<file path="src/hdl/prime_table_trial_division_macros.svh">
// Assertion helpers shared by the prime table RTL.
// Each macro expects clk and arst_n to be visible where it is used.
`ifndef PRIME_TABLE_TRIAL_DIVISION_MACROS_SVH
`define PRIME_TABLE_TRIAL_DIVISION_MACROS_SVH

// Check that cons holds in the same cycle as ante.
`define PTD_ASSERT_NOW(label, ante, cons, msg) \
	label: assert property (@(posedge clk) disable iff (!arst_n) (ante) |-> (cons)) \
		else $error(msg);

// Check that cons holds in the cycle after ante.
`define PTD_ASSERT_NEXT(label, ante, cons, msg) \
	label: assert property (@(posedge clk) disable iff (!arst_n) (ante) |=> (cons)) \
		else $error(msg);

`endif

</file>
<file path="src/hdl/ptd_pkg.sv">
`default_nettype none

package ptd_pkg;

	// Defaults for the top-level parameters
	localparam int TABLE_DEPTH_DEF = 1024;
	localparam int VALUE_WIDTH_DEF = 16;

	// Fixed port widths
	localparam int CAND_W   = 16;
	localparam int STATUS_W = 2;
	localparam int TOTAL_W  = 11;

	// Preload contents
	localparam int PRELOAD_COUNT   = 168;
	localparam int PRELOAD_LARGEST = 997;
	localparam int SMALLEST_PRIME  = 2;
	localparam int PRIME_W         = 10;

	// Status codes
	localparam logic [STATUS_W-1:0] STATUS_NORMAL    = 2'd0;
	localparam logic [STATUS_W-1:0] STATUS_NOT_ABOVE = 2'd1;
	localparam logic [STATUS_W-1:0] STATUS_FULL      = 2'd2;

	// Status of the serial remainder unit toward the sequencer
	typedef struct packed {
		logic done;
		logic rem_zero;
		logic q_lt_div;
	} ptd_div_res_t;

	// Primes below 1000, ascending
	localparam logic [PRIME_W-1:0] PRELOAD_PRIMES [0:PRELOAD_COUNT-1] = '{
		10'd2, 10'd3, 10'd5, 10'd7, 10'd11, 10'd13, 10'd17, 10'd19, 10'd23, 10'd29,
		10'd31, 10'd37, 10'd41, 10'd43, 10'd47, 10'd53, 10'd59, 10'd61, 10'd67, 10'd71,
		10'd73, 10'd79, 10'd83, 10'd89, 10'd97, 10'd101, 10'd103, 10'd107, 10'd109,
		10'd113, 10'd127, 10'd131, 10'd137, 10'd139, 10'd149, 10'd151, 10'd157,
		10'd163, 10'd167, 10'd173, 10'd179, 10'd181, 10'd191, 10'd193, 10'd197,
		10'd199, 10'd211, 10'd223, 10'd227, 10'd229, 10'd233, 10'd239, 10'd241,
		10'd251, 10'd257, 10'd263, 10'd269, 10'd271, 10'd277, 10'd281, 10'd283,
		10'd293, 10'd307, 10'd311, 10'd313, 10'd317, 10'd331, 10'd337, 10'd347,
		10'd349, 10'd353, 10'd359, 10'd367, 10'd373, 10'd379, 10'd383, 10'd389,
		10'd397, 10'd401, 10'd409, 10'd419, 10'd421, 10'd431, 10'd433, 10'd439,
		10'd443, 10'd449, 10'd457, 10'd461, 10'd463, 10'd467, 10'd479, 10'd487,
		10'd491, 10'd499, 10'd503, 10'd509, 10'd521, 10'd523, 10'd541, 10'd547,
		10'd557, 10'd563, 10'd569, 10'd571, 10'd577, 10'd587, 10'd593, 10'd599,
		10'd601, 10'd607, 10'd613, 10'd617, 10'd619, 10'd631, 10'd641, 10'd643,
		10'd647, 10'd653, 10'd659, 10'd661, 10'd673, 10'd677, 10'd683, 10'd691,
		10'd701, 10'd709, 10'd719, 10'd727, 10'd733, 10'd739, 10'd743, 10'd751,
		10'd757, 10'd761, 10'd769, 10'd773, 10'd787, 10'd797, 10'd809, 10'd811,
		10'd821, 10'd823, 10'd827, 10'd829, 10'd839, 10'd853, 10'd857, 10'd859,
		10'd863, 10'd877, 10'd881, 10'd883, 10'd887, 10'd907, 10'd911, 10'd919,
		10'd929, 10'd937, 10'd941, 10'd947, 10'd953, 10'd967, 10'd971, 10'd977,
		10'd983, 10'd991, 10'd997
	};

endpackage

`default_nettype wire

</file>
<file path="src/hdl/ptd_rem_serial.sv">
`default_nettype none

module ptd_rem_serial #(
	parameter int VALUE_WIDTH = ptd_pkg::VALUE_WIDTH_DEF
) (
	input  logic                     clk,
	input  logic                     arst_n,
	input  logic                     start,
	input  logic [VALUE_WIDTH-1:0]   dividend,
	input  logic [VALUE_WIDTH-1:0]   divisor,
	output ptd_pkg::ptd_div_res_t    res
);

	import ptd_pkg::*;

	localparam int CNTW = $clog2(VALUE_WIDTH + 1);

	logic [VALUE_WIDTH-1:0] dvd_q;
	logic [VALUE_WIDTH-1:0] rem_q;
	logic [VALUE_WIDTH-1:0] div_q;
	logic [CNTW-1:0]        cnt_q;
	logic                   busy_q;
	logic                   done_q;
	logic [VALUE_WIDTH:0]   shifted;
	logic [VALUE_WIDTH:0]   diff;
	logic                   fits;

	// Bring down the next dividend bit and try one subtraction
	assign shifted = {rem_q, dvd_q[VALUE_WIDTH-1]};
	assign diff    = shifted - {1'b0, div_q};
	assign fits    = shifted >= {1'b0, div_q};

	// Count the steps, pulse done after the last one
	always_ff @(posedge clk or negedge arst_n) begin
		if (!arst_n) begin
			busy_q <= 1'b0;
			done_q <= 1'b0;
			cnt_q  <= '0;
		end else begin
			done_q <= !start && busy_q && (cnt_q == CNTW'(1));
			if (start) begin
				busy_q <= 1'b1;
				cnt_q  <= CNTW'(VALUE_WIDTH);
			end else if (busy_q) begin
				cnt_q <= cnt_q - CNTW'(1);
				if (cnt_q == CNTW'(1)) begin
					busy_q <= 1'b0;
				end
			end
		end
	end

	// Shift quotient bits in behind the dividend, keep the partial remainder
	always_ff @(posedge clk) begin
		if (start) begin
			dvd_q <= dividend;
			rem_q <= '0;
			div_q <= divisor;
		end else if (busy_q) begin
			rem_q <= fits ? diff[VALUE_WIDTH-1:0] : shifted[VALUE_WIDTH-1:0];
			dvd_q <= {dvd_q[VALUE_WIDTH-2:0], fits};
		end
	end

	// Report the finished division
	assign res.done     = done_q;
	assign res.rem_zero = (rem_q == '0);
	assign res.q_lt_div = (dvd_q < div_q);

endmodule

`default_nettype wire

</file>
<file path="config.mk">
export PLATFORM = sky130hd
export DESIGN_NAME = ptd_rem_serial
export DESIGN_NICKNAME = d
export VERILOG_FILES = /design/src/hdl/prime_table_trial_division_macros.svh /design/src/hdl/ptd_pkg.sv /design/src/hdl/ptd_rem_serial.sv
export SDC_FILE = /design/constraint.sdc
export NUM_CORES = 1
export LEC_CHECK = 0
export BUFFER_PORTS_ARGS = -buffer_cell sky130_fd_sc_hd__buf_2
export CORE_AREA = 5 5 86 88
export DETAILED_ROUTE_END_ITERATION = 6
export DIE_AREA = 0 0 91 93
export GPL_TIMING_DRIVEN = 0
export PLACE_DENSITY = 0.77
export SYNTH_ARGS = -nofsm -noshare
export SYNTH_HDL_FRONTEND = slang
export SYNTH_SLANG_ARGS = --single-unit
</file>
<file path="constraint.sdc">
create_clock -name clk -period 2.5 [get_ports clk]
set_clock_uncertainty 0.15 [all_clocks]
set_input_delay 0.5 -clock clk [delete_from_list [all_inputs] [get_ports clk]]
set_output_delay 0.5 -clock clk [all_outputs]
set_load 0.005 [all_outputs]
</file>
# ---- After elaboration in Yosys (flattened, before gate mapping)
# Cells that the tools add are included.
dict set report totals {
  ff_bits 55
  output_inout_bits 3
  elab_cells 24
}
dict set report op_classes {
  n_addsub 2
  n_lt_le_gt_ge 2
  eq_ne 1
  muxes 8
  reduce_logical 5
}
# cell count
set op_table {}
lappend op_table {{$mux W16} 3}
lappend op_table {{$ge A17 B16 Y1} 1}
lappend op_table {{$logic_not A16 Y1} 1}
lappend op_table {{$lt A16 B16 Y1} 1}
lappend op_table {{$sub A16 B16 Y16} 1}
lappend op_table {{$mux W5} 2}
lappend op_table {{$eq A5 B1 Y1 const B} 1}
lappend op_table {{$sub A5 B1 Y5 const B} 1}
lappend op_table {{$mux W1} 3}
lappend op_table {{$logic_and A1 B1 Y1} 2}
lappend op_table {{$reduce_bool A2 Y1} 1}
lappend op_table {{$logic_not A1 Y1} 1}

# ---- Longest topological paths before layout
dict set report depth {
  ltp_word 4
  mapped_depth 9
  ltp_nobuf 9
}

# ---- Least setup slack after synthesis
# OpenSTA, ideal clock, no wires.
dict set report synth_timing {
  path_kind {register to output}
  startpoint {register dvd_q[9]}
  endpoint {output port res[0] (netlist name)}
  arrival_ps 1788
  required_time_ps 1850
  slack_ps 62
  path_stages_with_launch 8
  path_buffers 0
  cell_sequence {edfxtp_1 ha_1 a21o_1 a21o_1 a211oi_1 o21bai_1 a21o_1 a221oi_1}
}
# element line_no
set synth_rtl {}
lappend synth_rtl {{start, declared} ptd_rem_serial.sv:18} ;# logic [VALUE_WIDTH-1:0] dvd_q;
lappend synth_rtl {{start signal, assigned} ptd_rem_serial.sv:56} ;# dvd_q <= dividend;
lappend synth_rtl {{start signal, assigned} ptd_rem_serial.sv:61} ;# dvd_q <= {dvd_q[VALUE_WIDTH-2:0], fits};
lappend synth_rtl {{end, declared} ptd_rem_serial.sv:11} ;# output ptd_pkg::ptd_div_res_t res

==> metrics.yaml <==
ys.flop_type: "edfxtp_1"
dp_slack_ns: -0.2190
io_buffers: 37
combPwrFrac: 0.537
fmax_mhz: 356.2
hold_depth: 1
dp_cells: 472
worst_slew_pin_slew_ns: 0.7226
track_usage: 0.2059
r2r-start: "dvd_q[15]"
first_pass_iters: 4
crit_chain: "inv_2, ha_4, a21o_1, a21o_1, a211oi_2, o21bai_1, a21o_1, a221oi_2, buf_2"
cts_max_path_buffers: 2
power_density_nw_per_um2: 1069
clock_latency_ns: 0.31
synthTopCellsByArea: "edfxtp_1 26%, ha_1 11%, dfxtp_1 8.7%"
initial_core_util: 0.5611
cts_tree: "built"
path_delay_family: "compound AO/OA/AOI/OAI gates"
die_h_um: 93
grt-ovfl-total: 0
report.final.hold_viol_count: 0
dp_hpwl_um: 6276
die_w_um: 91
worstPathArrival_ns: 2.16
hold_class: "in -> reg"
rows: 30
grt_pass1_vias: 3009
relSlewSlack: 0.5171
synth_top_area_frac: 0.2607
h-tree-depth: 2
wl_um: 8700
cp_max_fo: 2
syn-cell-area_sq_um: 3686
path_depth: 9
nNetsFinal: 478
synth.distinct_cells: 66
end_kind: "output port"
cts_made_buffers: 5
multi_input_area_sq_um: 2185
drv_cap: 0
grt_antenna_before_repair: 0
violations: "setup timing"
syn_area_per_cell_sq_um: 10.38
grt_max_degree: 18
synth_cells: 355
antenna_left: 0
yosysWarnings: 0
nFillCells: 495
yosysSeqAreaShare: 0.3951
met3_usage: 0.03620
diodes: 0
pwr-share-seq: 0.313
clkTransAtPathRegs_ns: 0.09
period_share: 1.123
ir_worst_vdd_mv: 0.4723
total_power_w: 0.004625
synth_largest_area_cell: "edfxtp_1"
p_sw_w: 0.001890
grt_use_met2: 0.3425
cts_root_buf: "clkbuf_8"
yosys_register_bits: 55
met1_usage: 0.2618
gp_congestion: 0.8865
status: "finished with violations"
power.share.switching: 0.4088
crit_top_cell: "a21o_1"
setup_viol: 1
rsz0062_at_grt: "true"
timing.final.max_slew_violations: 0
wl_per_cell_um: 17.76
crit_required_ns: 1.85
hold_start: "divisor[1]"
grt_first_pass_wirelength_um: 14160
cp-start-kind: "flop"
ys_async_sr_fraction: 0.1273
path_buf_inv: 2
synth_edf_count: 32
fin_util: 0.6589
crit_slowest_cell: "edfxtp_1"
synth.net_count: 424
drt_iter0_drc: 224
vias: 2949
internal_power_w: 0.002734
worstSetupPathType: "reg -> out"
ff2ff_path_depth: 9
core_area_sq_um: 6569
die_area_sq_um: 8463
cts_sinks: 55
timing.final.ws_setup_ns: -0.3077
post_drt_via_cell_ratio: 6.018
post-route-min-period_ns: 2.808
drive_gt1_frac: 0.3073
crit_path_start: "div_q[9]"
final_cells: 490
slowest_delay_ns: 0.39
clockPowerShare: 0.150
leakagePower_nw: 1.839
drcViolationCount: 0
io_pins: 38
register_area_sq_um: 1459
top_usage_layer: "met2"
syn_to_final_growth_pct: 17.41
state kept, by name, summed over array words and instances, names as in the netlist:
name / flops
busy_q: 1
cnt_q: 5
div_q: 16
done_q: 1
dvd_q: 16
rem_q: 16
final cells by class:
cell class | instances | share of cell area
Sequential cell | 55 | 0.3371
Clock inverter | 2 | 0.01388
Timing Repair Buffer | 47 | 0.06158
Inverter | 23 | 0.01995
Buffer | 16 | 0.02284
Clock buffer | 6 | 0.01677
Multi-Input combinational cell | 261 | 0.5048
Tap cell | 80 | 0.02313
timing repair:
item	in CTS	in global routing
hold buffers	1	0
gates cloned	0	1
buffers inserted	3	5
endpoints found under the setup margin	3	16
resized for setup	7	30
hold endpoints to repair	7	0
pin swaps	7	7
stage by stage:
stage / TNS (ns) / hold WS [ns] / cell area, sq um
2_1_floorplan: 0 / 0.05441 / 3686
3_3_place_gp: -2.058 / 0.1853 / 3971
3_5_place_dp: -2.849 / 0.1903 / 3971
4_1_cts: -0.3050 / 0.2005 / 4172
5_1_grt: -0.6162 / 0.1828 / 4328
6_report: -0.3077 / 0.2074 / 4328
cells in the mapped netlist (all sizes together), types with 2 or more instances:
library cell and number:
o211ai 5, dfxtp 16, clkbuf 7, and3 8, nor3 9, a311oi 9, dfrtp 7, inv 23
or3 2, buf 9, nand2b 6, a31oi 4, nand4 3, a211oi 7, o311ai 2, a21o 9
nand3 12, mux2 16, xnor2 13, nor4 6, a21oi 15, o21a 3, a211o 2, nor2b 2
nor4b 2, edfxtp 32, o41ai 3, o31ai 2, o21bai 2, nand2 15, nor2 31, o21ai 20
ha 33
power by group through the flow:
| stage | clock network, W | logic [W] | registers [W] |
|---|---|---|---|
| 6_report | 0.000694 | 0.00248 | 0.00145 |
| 5_1_grt | 0.000752 | 0.00274 | 0.00147 |
| 4_1_cts | 0.000702 | 0.00223 | 0.00142 |
| 3_5_place_dp | 0 | 0.00218 | 0.00144 |
| 3_3_place_gp | 0 | 0.00211 | 0.00144 |
| 2_1_floorplan | 0 | 0.00176 | 0.00135 |
layer usage:
layer | wire length, um | vias to the layer above | share of wire
met2 | 4178 | 106 | 0.48
li1 | - | 1448 | -
met4 | 237 | 0 | 0.027
met1 | 3774 | 1373 | 0.43
met5 | 0 | - | 0
met3 | 509 | 22 | 0.059
placed cells by master, fill, tap and decap left out, types with 6 or more instances in the layout:
cell / Yosys / routed
inv_1: 23 / 20
a311oi_2: 8 / 9
nor2_1: 31 / 30
mux2_2: 16 / 16
o21ai_0: 10 / 10
nor4_1: 6 / 6
clkbuf_1: 7 / 8
and3_1: 8 / 8
a21oi_1: 12 / 11
nor3_1: 9 / 8
nand2_1: 14 / 12
buf_4: 3 / 9
nand3_2: 7 / 7
edfxtp_1: 32 / 32
a21o_1: 9 / 9
ha_1: 33 / 29
dfrtp_1: 7 / 7
buf_2: 2 / 38
xnor2_1: 13 / 13
o21ai_1: 8 / 7
dfxtp_1: 16 / 14
kinds of logic after synthesis:
logic type	Yosys count	share of synthesized area
simple gates	103	0.1521
xor+xnor	14	0.03327
mux	17	0.05159
buf+inv	39	0.04650
fa+ha+maj	34	0.1174
flops	55	0.3951
compound gates	93	0.2040
path summary, 6_finish.rpt:
kind | endpoint | slack [ns]
max | res[0] | -0.31
min | div_q[1] | 0.21
min reg2reg | cnt_q[4] | 0.39
max reg2reg | rem_q[14] | 0.05
max in group asynchronous | done_q | 1.67
min in group asynchronous | cnt_q[1] | 0.38
Note: power is estimated with default switching activity, not from simulation.
